**src/rtl/swd_pkg.sv**
```systemverilog
// shared types, constants and the arctangent table of the steerable wheel drive
package swd_pkg;

  localparam int unsigned RADIUS_LIMIT = 16000;
  localparam int unsigned BRIDGE_MAX   = 4095;
  localparam int unsigned HALF_TURN    = 46080;
  localparam int unsigned RIGHT_ANGLE  = 23040;
  localparam int unsigned ROOT_STEPS   = 16;
  localparam int unsigned DIV_STEPS    = 32;

  // item operation codes
  typedef enum logic {
    OP_GEOMETRY = 1'b0,
    OP_DRIVE    = 1'b1
  } op_t;

  // configuration register indexes
  typedef enum logic [2:0] {
    REG_ARM_LENGTH     = 3'd0,
    REG_LATERAL_OFFSET = 3'd1,
    REG_MOTOR_SCALE    = 3'd2,
    REG_MAX_DEVIATION  = 3'd3,
    REG_CENTER_ANGLE   = 3'd4,
    REG_MIN_PULSE_US   = 3'd5,
    REG_US_PER_DEGREE  = 3'd6,
    REG_PERIOD_US      = 3'd7
  } reg_idx_t;

  // handshake between sequencer and rotation unit
  typedef struct packed {
    logic        start;
    logic [15:0] x0;
    logic [13:0] y0;
  } rot_req_t;

  typedef struct packed {
    logic        done;
    logic [14:0] angle;
  } rot_rsp_t;

  // atan(2^-i) in 1/65536 degree
  function automatic logic [21:0] atan_lut(input logic [3:0] i);
    logic [21:0] v;
    unique case (i)
      4'd0:  v = 22'd2949120;
      4'd1:  v = 22'd1740967;
      4'd2:  v = 22'd919879;
      4'd3:  v = 22'd466945;
      4'd4:  v = 22'd234378;
      4'd5:  v = 22'd117304;
      4'd6:  v = 22'd58666;
      4'd7:  v = 22'd29335;
      4'd8:  v = 22'd14668;
      4'd9:  v = 22'd7334;
      4'd10: v = 22'd3667;
      4'd11: v = 22'd1833;
      4'd12: v = 22'd917;
      4'd13: v = 22'd458;
      4'd14: v = 22'd229;
      default: v = 22'd115;
    endcase
    return v;
  endfunction

endpackage

```
**src/rtl/swd_if.sv**
```systemverilog
// request and result channels of the steerable wheel drive
interface swd_in_if;
  logic               valid;
  logic               ready;
  logic               operation;
  logic signed [23:0] turn_radius;
  logic signed [15:0] speed;
  modport source (output valid, operation, turn_radius, speed, input ready);
  modport sink   (input valid, operation, turn_radius, speed, output ready);
endinterface

interface swd_out_if;
  logic               valid;
  logic               ready;
  logic signed [16:0] wheel_radius;
  logic signed [15:0] steer_angle;
  logic        [15:0] servo_level;
  logic        [11:0] pwm_forward;
  logic        [11:0] pwm_reverse;
  modport source (output valid, wheel_radius, steer_angle, servo_level, pwm_forward,
                  pwm_reverse, input ready);
  modport sink   (input valid, wheel_radius, steer_angle, servo_level, pwm_forward,
                  pwm_reverse, output ready);
endinterface

```
**src/rtl/swd_mul.sv**
```systemverilog
// shared registered 16x16 unsigned multiplier
module swd_mul (
  input  logic        clk,
  input  logic [15:0] a,
  input  logic [15:0] b,
  output logic [31:0] p_r
);

  // product is registered and lands in the cycle after the operands
  always_ff @(posedge clk) begin
    p_r <= a * b;
  end

endmodule

```
**src/rtl/swd_rot.sv**
```systemverilog
// iterative vectoring rotation unit, one micro-rotation per cycle
module swd_rot import swd_pkg::*; (
  input  logic     clk,
  input  logic     rst_n,
  input  rot_req_t req,
  output rot_rsp_t rsp
);

  logic               busy_r;
  logic [3:0]         cnt_r;
  logic               done_r;
  logic [14:0]        ang_r;
  logic signed [32:0] x_r, y_r;
  logic signed [24:0] z_r;
  logic signed [32:0] dx, dy;
  logic signed [24:0] da;
  logic signed [24:0] z_fin, z_rnd;
  logic [16:0]        a_full;

  // shifted terms of the current step
  assign dx = y_r >>> cnt_r;
  assign dy = x_r >>> cnt_r;
  assign da = $signed({3'b000, atan_lut(cnt_r)});

  // final angle after the last step, rounded to 1/256 degree and clamped to 0..90 degrees
  always_comb begin
    z_fin  = (y_r > 0) ? z_r + da : z_r - da;
    z_rnd  = z_fin + 25'sd128;
    a_full = z_rnd[24:8];
    if (z_fin < 0) a_full = '0;
    else if (a_full > 17'(RIGHT_ANGLE)) a_full = 17'(RIGHT_ANGLE);
  end

  // step sequencing
  always_ff @(posedge clk) begin
    if (!rst_n) begin
      busy_r <= 1'b0;
      cnt_r  <= '0;
      done_r <= 1'b0;
    end else begin
      done_r <= 1'b0;
      if (req.start) begin
        busy_r <= 1'b1;
        cnt_r  <= '0;
      end else if (busy_r) begin
        cnt_r <= cnt_r + 4'd1;
        if (cnt_r == 4'd15) begin
          busy_r <= 1'b0;
          done_r <= 1'b1;
        end
      end
    end
  end

  // datapath
  always_ff @(posedge clk) begin
    if (req.start) begin
      x_r <= $signed({3'b000, req.x0, 14'd0});
      y_r <= $signed({5'b00000, req.y0, 14'd0});
      z_r <= '0;
    end else if (busy_r) begin
      if (y_r > 0) begin
        x_r <= x_r + dx;
        y_r <= y_r - dy;
        z_r <= z_r + da;
      end else begin
        x_r <= x_r - dx;
        y_r <= y_r + dy;
        z_r <= z_r - da;
      end
      if (cnt_r == 4'd15) ang_r <= a_full[14:0];
    end
  end

  assign rsp = {done_r, ang_r};

endmodule

```
**src/rtl/steerable_wheel_drive_top.sv**
```systemverilog
// top level: sequencer with shared multiplier, root and divider steps
// a drive item takes one multiply; an in-range geometry item runs two 16-step roots,
//   16-step rotation, 32-step division, multiplies; saturation skips roots and rotation,
//   zero wheel radius or arm skips the second root and rotation, zero period the division
// throughput: one request at a time; the next is taken the cycle after the result is taken
// reset: synchronous active low; stored radius, angle and duty clear to zero
module steerable_wheel_drive_top import swd_pkg::*; #(
  parameter int unsigned SERVO_MAX_DUTY = 4095
) (
  input  logic        clk,
  input  logic        rst_n,
  swd_in_if.sink      in_ch,
  swd_out_if.source   out_ch,
  input  logic        cfg_we,
  input  logic [2:0]  cfg_idx,
  input  logic [15:0] cfg_data
);

  typedef enum logic [3:0] {
    S_IDLE, S_DRV, S_LL, S_OO, S_ROOT, S_WW, S_ROOT2, S_ROT,
    S_SERVO, S_PULSE, S_DPRE, S_DINIT, S_DIV, S_OUT
  } state_t;

  state_t state_r;

  // configuration registers
  logic [13:0]        arm_r;
  logic signed [14:0] offset_r;
  logic [15:0]        mscale_r, center_r, minpulse_r, usdeg_r, period_r;
  logic [14:0]        maxdev_r;

  // stored results
  logic signed [16:0] radius_r;
  logic signed [15:0] angle_r;
  logic [15:0]        duty_r;
  logic [11:0]        pwm_f_r, pwm_b_r;

  // work registers
  logic               neg_r, pass_r;
  logic [15:0]        oabs_r, w_r, pulse_r;
  logic [27:0]        ll_r;
  logic [31:0]        sq_n_r, sq_q_r;
  logic [30:0]        sq_b_r;
  logic [15:0]        rem_r;
  logic [4:0]         cnt_r;

  logic [15:0]        mul_a, mul_b;
  logic [31:0]        mul_p;
  rot_req_t           rot_req;
  rot_rsp_t           rot_rsp;

  logic               acc;
  logic signed [17:0] o_val;
  logic [15:0]        spd_mag;
  logic [31:0]        sq_trial, sq_n_nxt, sq_q_nxt;
  logic signed [17:0] s_val;
  logic [15:0]        s_clip;
  logic [16:0]        pulse_sum;
  logic [16:0]        div_trial;
  logic signed [16:0] ang_s, lim_s;

  assign acc = in_ch.valid && in_ch.ready;
  assign in_ch.ready = (state_r == S_IDLE);

  // input-side helpers
  assign o_val   = 18'(in_ch.turn_radius) - 18'(offset_r);
  assign spd_mag = in_ch.speed[15] ? 16'(-in_ch.speed) : 16'(in_ch.speed);

  // multiplier operand selection
  always_comb begin
    mul_a = 16'(arm_r);
    mul_b = 16'(arm_r);
    unique case (state_r)
      S_IDLE: if (in_ch.operation == OP_DRIVE) begin
        mul_a = spd_mag;
        mul_b = mscale_r;
      end
      S_LL:    begin mul_a = oabs_r; mul_b = oabs_r; end
      S_WW:    begin mul_a = w_r;    mul_b = w_r;    end
      S_SERVO: begin mul_a = s_clip; mul_b = usdeg_r; end
      S_DPRE:  begin mul_a = 16'(SERVO_MAX_DUTY); mul_b = pulse_r; end
      default: ;
    endcase
  end

  swd_mul u_mul (.clk(clk), .a(mul_a), .b(mul_b), .p_r(mul_p));

  // one root step
  always_comb begin
    sq_trial = sq_q_r + 32'(sq_b_r);
    if (sq_n_r >= sq_trial) begin
      sq_n_nxt = sq_n_r - sq_trial;
      sq_q_nxt = (sq_q_r >> 1) + 32'(sq_b_r);
    end else begin
      sq_n_nxt = sq_n_r;
      sq_q_nxt = sq_q_r >> 1;
    end
  end

  // servo angle, pulse and division step
  always_comb begin
    s_val = 18'($signed({2'b00, center_r})) + 18'(angle_r);
    if (s_val < 0) s_clip = '0;
    else if (s_val > 18'sd46080) s_clip = 16'(HALF_TURN);
    else s_clip = s_val[15:0];
    pulse_sum = 17'(minpulse_r) + 17'(mul_p[31:16]);
    div_trial = {rem_r, sq_n_r[31]};
  end

  // signed and limited steering angle
  always_comb begin
    ang_s = neg_r ? -17'($signed({2'b00, rot_rsp.angle}))
                  : 17'($signed({2'b00, rot_rsp.angle}));
    lim_s = 17'($signed({2'b00, maxdev_r}));
    if (ang_s > lim_s) ang_s = lim_s;
    else if (ang_s < -lim_s) ang_s = -lim_s;
  end

  always_comb begin
    rot_req.start = (state_r == S_ROOT) && pass_r && (cnt_r == 5'(ROOT_STEPS - 1));
    rot_req.x0    = sq_q_nxt[15:0];
    rot_req.y0    = arm_r;
  end

  swd_rot u_rot (.clk(clk), .rst_n(rst_n), .req(rot_req), .rsp(rot_rsp));

  // configuration writes
  always_ff @(posedge clk) begin
    if (!rst_n) begin
      arm_r      <= '0;
      offset_r   <= '0;
      mscale_r   <= 16'd256;
      maxdev_r   <= 15'd11520;
      center_r   <= 16'd23040;
      minpulse_r <= 16'd1000;
      usdeg_r    <= 16'd1422;
      period_r   <= 16'd20000;
    end else if (cfg_we) begin
      unique case (reg_idx_t'(cfg_idx))
        REG_ARM_LENGTH:     arm_r      <= cfg_data[13:0];
        REG_LATERAL_OFFSET: offset_r   <= $signed(cfg_data[14:0]);
        REG_MOTOR_SCALE:    mscale_r   <= cfg_data;
        REG_MAX_DEVIATION:  maxdev_r   <= cfg_data[14:0];
        REG_CENTER_ANGLE:   center_r   <= cfg_data;
        REG_MIN_PULSE_US:   minpulse_r <= cfg_data;
        REG_US_PER_DEGREE:  usdeg_r    <= cfg_data;
        REG_PERIOD_US:      period_r   <= cfg_data;
      endcase
    end
  end

  // sequencer
  always_ff @(posedge clk) begin
    if (!rst_n) begin
      state_r  <= S_IDLE;
      radius_r <= '0;
      angle_r  <= '0;
      duty_r   <= '0;
      pwm_f_r  <= '0;
      pwm_b_r  <= '0;
    end else begin
      unique case (state_r)
        S_IDLE: if (acc) begin
          pwm_f_r <= '0;
          pwm_b_r <= '0;
          if (in_ch.operation == OP_DRIVE) begin
            state_r <= S_DRV;
            neg_r   <= in_ch.speed[15];
            pass_r  <= (in_ch.speed != '0);
          end else if (in_ch.turn_radius > 24'sd16000 ||
                       in_ch.turn_radius < -24'sd16000) begin
            radius_r <= in_ch.turn_radius[23] ? -17'sd16000 : 17'sd16000;
            angle_r  <= '0;
            state_r  <= S_SERVO;
          end else begin
            neg_r   <= in_ch.turn_radius[23];
            oabs_r  <= o_val[17] ? 16'(-o_val) : 16'(o_val);
            state_r <= S_LL;
          end
        end
        S_DRV: begin
          if (pass_r) begin
            if (neg_r) pwm_b_r <= (mul_p[31:20] != '0) ? 12'(BRIDGE_MAX) : mul_p[19:8];
            else       pwm_f_r <= (mul_p[31:20] != '0) ? 12'(BRIDGE_MAX) : mul_p[19:8];
          end
          state_r <= S_OUT;
        end
        S_LL: begin
          ll_r    <= mul_p[27:0];
          state_r <= S_OO;
        end
        S_OO: begin
          sq_n_r  <= 32'(ll_r) + mul_p;
          sq_q_r  <= '0;
          sq_b_r  <= 31'h4000_0000;
          cnt_r   <= '0;
          pass_r  <= 1'b0;
          state_r <= S_ROOT;
        end
        S_ROOT: begin
          sq_n_r <= sq_n_nxt;
          sq_q_r <= sq_q_nxt;
          sq_b_r <= sq_b_r >> 2;
          cnt_r  <= cnt_r + 5'd1;
          if (cnt_r == 5'(ROOT_STEPS - 1)) begin
            if (pass_r) begin
              state_r <= S_ROT;
            end else begin
              w_r      <= sq_q_nxt[15:0];
              radius_r <= $signed({1'b0, sq_q_nxt[15:0]});
              if (sq_q_nxt[15:0] == '0 || arm_r == '0) begin
                angle_r <= '0;
                state_r <= S_SERVO;
              end else begin
                state_r <= S_WW;
              end
            end
          end
        end
        S_WW: state_r <= S_ROOT2;
        S_ROOT2: begin
          sq_n_r  <= mul_p - 32'(ll_r);
          sq_q_r  <= '0;
          sq_b_r  <= 31'h4000_0000;
          cnt_r   <= '0;
          pass_r  <= 1'b1;
          state_r <= S_ROOT;
        end
        S_ROT: if (rot_rsp.done) begin
          angle_r <= ang_s[15:0];
          state_r <= S_SERVO;
        end
        S_SERVO: state_r <= S_PULSE;
        S_PULSE: begin
          pulse_r <= pulse_sum[16] ? 16'hFFFF : pulse_sum[15:0];
          state_r <= S_DPRE;
        end
        S_DPRE: state_r <= S_DINIT;
        S_DINIT: begin
          if (period_r == '0) begin
            duty_r  <= 16'hFFFF;
            state_r <= S_OUT;
          end else begin
            sq_n_r  <= mul_p;
            rem_r   <= '0;
            cnt_r   <= '0;
            state_r <= S_DIV;
          end
        end
        S_DIV: begin
          // restoring division, quotient bits shift into the numerator
          if (div_trial >= 17'(period_r)) begin
            rem_r  <= 16'(div_trial - 17'(period_r));
            sq_n_r <= {sq_n_r[30:0], 1'b1};
          end else begin
            rem_r  <= div_trial[15:0];
            sq_n_r <= {sq_n_r[30:0], 1'b0};
          end
          cnt_r <= cnt_r + 5'd1;
          if (cnt_r == 5'(DIV_STEPS - 1)) begin
            duty_r  <= (sq_n_r[30:15] != '0) ? 16'hFFFF :
                       {sq_n_r[14:0], (div_trial >= 17'(period_r))};
            state_r <= S_OUT;
          end
        end
        S_OUT: if (out_ch.ready) state_r <= S_IDLE;
        default: state_r <= S_IDLE;
      endcase
    end
  end

  // result channel
  assign out_ch.valid        = (state_r == S_OUT);
  assign out_ch.wheel_radius = radius_r;
  assign out_ch.steer_angle  = angle_r;
  assign out_ch.servo_level  = duty_r;
  assign out_ch.pwm_forward  = pwm_f_r;
  assign out_ch.pwm_reverse  = pwm_b_r;

`ifndef SYNTHESIS
  a_no_accept_while_busy: assert property (@(posedge clk) disable iff (!rst_n)
    out_ch.valid |-> !in_ch.ready) else $error("input taken while result pending");
  a_leave_idle: assert property (@(posedge clk) disable iff (!rst_n)
    acc |=> state_r != S_IDLE) else $error("accepted request not started");
  a_one_bridge_side: assert property (@(posedge clk) disable iff (!rst_n)
    !(pwm_f_r != '0 && pwm_b_r != '0)) else $error("both bridge sides driven");
  a_angle_range: assert property (@(posedge clk) disable iff (!rst_n)
    angle_r <= 16'sd23040 && angle_r >= -16'sd23040) else $error("angle out of range");
`endif

endmodule
```
**src/flat_wrapper.sv**
```systemverilog
// flat-port wrapper written by rule: the top's interface ports become plain ports
module steerable_wheel_drive_top_flat import swd_pkg::*;
#(
  parameter int unsigned SERVO_MAX_DUTY = 4095
)
  (clk, rst_n, cfg_we, cfg_idx, cfg_data, in_ch_valid, in_ch_operation, in_ch_turn_radius, in_ch_speed, in_ch_ready, out_ch_valid, out_ch_wheel_radius, out_ch_steer_angle, out_ch_servo_level, out_ch_pwm_forward, out_ch_pwm_reverse, out_ch_ready);
  swd_in_if in_ch_i ();
  swd_out_if out_ch_i ();
  input  logic clk;
  input  logic rst_n;
  input  logic cfg_we;
  input  logic [2:0] cfg_idx;
  input  logic [15:0] cfg_data;
  input wire logic [$bits(in_ch_i.valid)-1:0] in_ch_valid;
  input wire logic [$bits(in_ch_i.operation)-1:0] in_ch_operation;
  input wire logic [$bits(in_ch_i.turn_radius)-1:0] in_ch_turn_radius;
  input wire logic [$bits(in_ch_i.speed)-1:0] in_ch_speed;
  output wire logic [$bits(in_ch_i.ready)-1:0] in_ch_ready;
  output wire logic [$bits(out_ch_i.valid)-1:0] out_ch_valid;
  output wire logic [$bits(out_ch_i.wheel_radius)-1:0] out_ch_wheel_radius;
  output wire logic [$bits(out_ch_i.steer_angle)-1:0] out_ch_steer_angle;
  output wire logic [$bits(out_ch_i.servo_level)-1:0] out_ch_servo_level;
  output wire logic [$bits(out_ch_i.pwm_forward)-1:0] out_ch_pwm_forward;
  output wire logic [$bits(out_ch_i.pwm_reverse)-1:0] out_ch_pwm_reverse;
  input wire logic [$bits(out_ch_i.ready)-1:0] out_ch_ready;
  assign in_ch_i.valid = in_ch_valid;
  assign in_ch_i.operation = in_ch_operation;
  assign in_ch_i.turn_radius = in_ch_turn_radius;
  assign in_ch_i.speed = in_ch_speed;
  assign in_ch_ready = in_ch_i.ready;
  assign out_ch_valid = out_ch_i.valid;
  assign out_ch_wheel_radius = out_ch_i.wheel_radius;
  assign out_ch_steer_angle = out_ch_i.steer_angle;
  assign out_ch_servo_level = out_ch_i.servo_level;
  assign out_ch_pwm_forward = out_ch_i.pwm_forward;
  assign out_ch_pwm_reverse = out_ch_i.pwm_reverse;
  assign out_ch_i.ready = out_ch_ready;
  steerable_wheel_drive_top #(.SERVO_MAX_DUTY(SERVO_MAX_DUTY)) u_core (.clk(clk), .rst_n(rst_n), .in_ch(in_ch_i), .out_ch(out_ch_i), .cfg_we(cfg_we), .cfg_idx(cfg_idx), .cfg_data(cfg_data));
endmodule
```
**config.mk**
```make
export PLATFORM = sky130hd
export DESIGN_NAME = steerable_wheel_drive_top_flat
export DESIGN_NICKNAME = d
export VERILOG_FILES = /design/src/rtl/swd_pkg.sv /design/src/rtl/swd_if.sv /design/src/rtl/swd_mul.sv /design/src/rtl/swd_rot.sv /design/src/rtl/steerable_wheel_drive_top.sv /design/src/flat_wrapper.sv
export SDC_FILE = /design/constraint.sdc
export NUM_CORES = 2
export LEC_CHECK = 0
export BUFFER_PORTS_ARGS = -buffer_cell sky130_fd_sc_hd__buf_2
export CORE_MARGIN = 4
export CORE_UTILIZATION = 39
export CTS_BUF_LIST = sky130_fd_sc_hd__clkbuf_8
export DETAILED_ROUTE_END_ITERATION = 7
export SYNTH_ARGS = -nofsm -noshare
export SYNTH_HDL_FRONTEND = slang
export SYNTH_SLANG_ARGS = --single-unit
```
**constraint.sdc**
```tcl
create_clock -name clk -period 8.8 [get_ports clk]
set_input_delay 0.44 -clock clk [delete_from_list [all_inputs] [get_ports clk]]
set_output_delay 0.44 -clock clk [all_outputs]
set_load 0.01 [all_outputs]
```
### Yosys cells after proc, flatten, opt, wreduce, memory -nomap -nowiden

Memories as Yosys holds them, arrays and structs flattened. A register that Yosys moved wholly into a read port is not among the register bits.
Cells that the tools add are included.

* memory bits (read-only): 352
* word-level logic and storage cells: 251
* flip-flop bits (word level): 539
* memories kept: 1
* output and inout port bits: 75
* input bits: 65

Memory list
* (name not given): words 16, width 22, rd ports 1, clocked after memory_dff 1, wr ports 0, line swd_pkg.sv:44 `unique case (i)`

* shifts and indexed selects: 2
* multiply operators: 1
* bitwise operators: 6
* multiplexer cells: 80
* reduce and logical (&&, ||, !) cells: 52
* eq/ne operators: 40
* order comparisons: 11
* add/subtract/negate cells: 22

Operators with widths (count)
* two-way mux 16 bit: 20
* case mux 16 bit (5 select lines): 2
* case mux 32 bit (5 select lines): 1
* two-way mux 17 bit: 7
* two-way mux 32 bit: 3
* two-way mux 12 bit: 6
* adder 33 bit: 2
* two-way mux 33 bit: 2
* >>> shifter 33 x 4 -> 33 bit: 2
* subtractor 33 bit: 2
* case mux 16 bit (2 select lines): 2
* case mux 32 bit (2 select lines): 1
* case mux 31 bit (2 select lines): 1
* two-way mux 30 bit: 2
* two-way mux 28 bit: 2
* case mux 4 bit (13 select lines): 1
* case mux 12 bit (2 select lines): 2
* case mux 16 bit (3 select lines): 1
* two-way mux 4 bit: 11
* negation 15 -> 17 bit: 2
* case mux 17 bit (2 select lines): 1
* > comparator 33 x 1 -> 1 bit (second input constant): 1
* adder 28 x 32 -> 32 bit: 1
* adder 31 x 31 -> 32 bit: 1
* 61 further kinds: 138

### Logic depth before layout (Yosys ltp)

* depth after elaboration: 9
* mapped depth: 39
* gate-level depth less buffers: 37

### By module

Synthesis repeated with hierarchy kept, for this count alone.

* cell total of the unflattened synthesis: 6073
* area total of the unflattened synthesis: 51583.2 um^2

Modules (own cells, without submodules)
* steerable_wheel_drive_top: times used 1, area each 26827.0 um^2, cells each 3192, sequential area each 9399.0 um^2
* swd_rot: times used 1, area each 15578.7 um^2, cells each 1854, sequential area each 3133.0 um^2
* swd_mul: times used 1, area each 9177.6 um^2, cells each 1027, sequential area each 640.6 um^2

### Worst setup path after synthesis

Ideal clock, no wire load.

* path kind: register to register
* start point: register u_core.angle_r[0], in the netlist u_core.out_ch.steer_angle[0]
* end point: register u_core.u_mul.p_r[24]
* buffers on the path: 1
* period minus slack after synthesis: 8881 ps
* cell stages (with the launch flop): 36
* data required time: 8728 ps
* data arrival time: 8809 ps
* library setup time: 72 ps
* slack: -81 ps
* path through: dfxtp_1 ha_1 fa_1 a21o_1 a21oi_1 o21ai_0 a31oi_1 o21ai_0 a21oi_1 nor3b_1 o211ai_1 a21oi_1 clkbuf_1 o221a_2 nand2_1 fa_1 fa_1 fa_1 inv_1 fa_1 fa_1 inv_1 fa_1 inv_1 ha_1 a21o_1 a21oi_1 nor2_1 nor2_1 o41ai_1 a211oi_1 o21bai_1 a2111oi_0 o31ai_1 a21oi_1 xnor2_1

* longest elaborated chain between the ends: 6
* elaborated cells on any way between the ends: 7
* classes of those cells: add/sub (1); mul (1); order compare (2); mux (3)

RTL lines
* start: declaration: line steerable_wheel_drive_top.sv:34 `logic signed [15:0] angle_r;`
* start signal: assignment: line steerable_wheel_drive_top.sv:230 `angle_r <= ang_s[15:0];`
* adder 17 x 16 -> 18 bit (*): line steerable_wheel_drive_top.sv:102 `s_val = 18'($signed({2'b00, center_r})) + 18'(angle_r);`
* > comparator 18 x 17 -> 1 bit: line steerable_wheel_drive_top.sv:104 `else if (s_val > 18'sd46080) s_clip = 16'(HALF_TURN);`
* two-way mux 16 bit: line steerable_wheel_drive_top.sv:104
* two-way mux 16 bit (*): line steerable_wheel_drive_top.sv:103 `if (s_val < 0) s_clip = '0;`
* case mux 16 bit (5 select lines) (*): line steerable_wheel_drive_top.sv:73 `unique case (state_r)`
* multiplier 16 x 16 -> 32 bit (*): line swd_mul.sv:11 `p_r <= a * b;`
* end signal: assignment: line swd_mul.sv:11
* end: declaration: line swd_mul.sv:6 `output logic [31:0] p_r`

Mark *: on every way between the ends. The rest lies on a longest branch, timed or not.
A chain may end at the register's enable or synchronous reset.

### Worst setup path in the final report

* start point: register u_core.angle_r[0], in the netlist u_core.out_ch.steer_angle[0]
* end point: register u_core.u_mul.p_r[31]

Same word-level chain as after synthesis.

==> results.cfg <==
[run_status]
status = finished clean

[clock_tree]
cts_tree = yes
clock-root-buffer = clkbuf_8
cts_htree_levels = 3
cts_buffers = 103
clock_latency_ps = 830
clock_path_buffers = 3
clk_pin_slew_ps = 70
cts_sinks = 546

[synth]
synth_top_area_frac = 0.130
syn-num-nets = 6711
synth_edf_count = 224
post_synth_inst_count = 6038
synthArstFlopShare = 0
synthFlopType = dfxtp_1
postSynthAreaPerCell_um2 = 8.57
synth_area_leaders = edfxtp_1 13%, dfxtp_1 12%, ha_1 9.8%
seq_area_frac_synth = 0.254
yosysTopAreaCell = edfxtp_1
yosysWarnings = 0
postSynthRegisterBits = 546
synth_cell_type_count = 98
synth_area_um2 = 51800

[job]
drv_cap = 0

[detailed_routing]
drc = 0
wl_um = 176000
maxUsedRoutingLayer = met5
dr_wl_met3_um = 12700
drt.antenna.violating_nets = 0
initialDrtViolationCount = 4217
vias = 46900
dr_wl_met2_um = 79600
viasPerCell = 5.71
wirelength_met1_um = 79200
wl_per_cell_um = 21.4
first_pass_iters = 6

[global_routing]
grt_pass1_vias = 44900
grt_pass1_wl_um = 268000
grtUsageTotal = 0.248
globalRouteOverflowTotal = 0
grt_max_degree = 81
antenna_found_initial = 18

[critical_path]
crit_fanout = 8
worstPathArrival_ps = 9360
end_kind = flop
worst_setup_path_start_kind = flop
required_ps = 9550
cpPeakStageDelay_ps = 580
worst-setup-path-type = reg -> reg
critPathSlowestCell = fa_2
reg2regPathDepth = 38

[cells_and_area]
drive_above_1_share = 0.155
final_common_cell = nand2_1
area_growth_pct = 14.9
final_cell_mix = 714 x nand2_1, 500 x nor2_1, 432 x inv_1
fin_nets = 7031

[die]
dieArea_um2 = 139000
core_um2 = 132000
io_pins = 140
die_h_um = 372
initial_utilization = 0.393
dieWidth_um = 372
num_rows = 133

[sta]
period_needed_ps = 8610
setup_slack_ps = 192
period_share = 0.978
finalSetupViolations = 0
max_clock_freq_mhz = 116
hold_viol = 0
finalMaxSlewViolations = 0
maxSlewHeadroom = 0.229
fin_skew_ps = 57.5
tightest_slew_ps = 1150
rsz0062_at_grt = yes
finalSetupTns_ps = 0

[placement]
routabilityCongestion = 0.957
io_buffer_count = 139
detailed_place_hpwl_um = 138000
post-place-ws_ps = -859

[min_path]
hold_class = in -> reg
holdPathStages = 3
## path summary, 6_finish.rpt
| check | startpoint | endpoint | slack (ps) |
|---|---|---|---|
| hold / removal | cfg_data[4] | u_core.period_r[4] | 70 |
| setup reg to reg | u_core.out_ch.steer_angle[0] | u_core.u_mul.p_r[31] | 190 |
| hold reg to reg | u_core.offset_r[2] | u_core.offset_r[2] | 460 |
| setup / recovery | u_core.out_ch.steer_angle[0] | u_core.u_mul.p_r[31] | 190 |
## critical path, delay by kind of cell, from the launching register on
| kind | cells | cell delay, ps |
|---|---|---|
| adder cells (fa/ha/maj) | 9 | 3830 |
| XOR/XNOR | 2 | 260 |
| AO/OA/AOI/OAI | 15 | 2390 |
| buffers and inverters | 9 | 1120 |
| flip-flops | 1 | 340 |
| AND/OR/NAND/NOR | 3 | 600 |
## layout make-up
cell class,instances,area [µm²]
inverter,420,1580
tap,1755,2200
sequential,546,13200
clock inverter,71,649
timing repair buffer,487,3410
fill,12900,72200
clock buffer,118,1620
antenna,13,32.5
multi-input combinational,4800,36800
## metal layers
| metal | GRT usage | up-vias |
|---|---|---|
| met1 | 0.347 | 22800 |
| met5 | 0 | - |
| met2 | 0.396 | 1587 |
| li1 | - | 22200 |
| met3 | 0.0436 | 255 |
| met4 | 0.0613 | 2 |
## Yosys cell counts (all sizes together), types with 13 or more instances
master and count:
inv 419, buf 60, mux2i 148, xor2 168, nor3b 13, nand2b 68
and3 54, nand4 47, mux2 46, a21oi 355, clkbuf 212, edfxtp 224
nand2 717, fa 203, o211a 19, a2111oi 18, a211o 21, o31ai 34
a21boi 118, ha 405, dfxtp 322, nor2 515, o21a 81, a211oi 67
o211ai 52, and2 58, mux4 77, o21ai 290, nor2b 96, o22ai 27
or3 44, xnor2 246, a21o 127, or4 14, a32oi 17, o21bai 41
a31oi 62, nand3 128, or2 40, o221a 19, o41ai 24, nor3 109
nor4 48, a22oi 27
## state kept, by name (all words and copies together), names as in the netlist, 17 cells and up
signal / count
u_core.out_ch.wheel_radius: 17
u_core.sq_q_r: 32
u_core.u_mul.p_r: 32
u_core.ll_r: 28
u_core.u_rot.da: 22
u_core.u_rot.y_r: 33
u_core.u_rot.x_r: 33
u_core.u_rot.z_r: 25
u_core.sq_n_r: 32
## per-stage QoR
step	cells	utilization	area [µm²]	hold WS (ps)
final	8210	0.452	59500	65.7
after global routing	8204	0.452	59400	13.7
after CTS	8180	0.447	58800	0.580
after detailed placement	7977	0.426	56000	456
after global placement	7977	0.426	56000	451
after floorplan	6038	-	51800	430
## cells by family after synthesis
kind of cell / synth area share
and+or+nand+nor: 0.179
adders and majority gates: 0.176
DFF: 0.254
xor gates and xnor gates: 0.0705
AOI/OAI and AO/OA: 0.195
muxes: 0.0721
buffers and inverters: 0.0524
## timing repair
item | in CTS | in global routing
hold buffers | 7 | 0
endpoints found under the hold margin | 21 | 0
resized for setup | 68 | 129
pin swaps | 42 | 120
buffers inserted | 7 | 17
setup endpoints to repair | 16 | 13
Power is left out: the tool's default activity adds up to more than one toggle a clock period on the data nets, which glitch-free logic cannot reach.
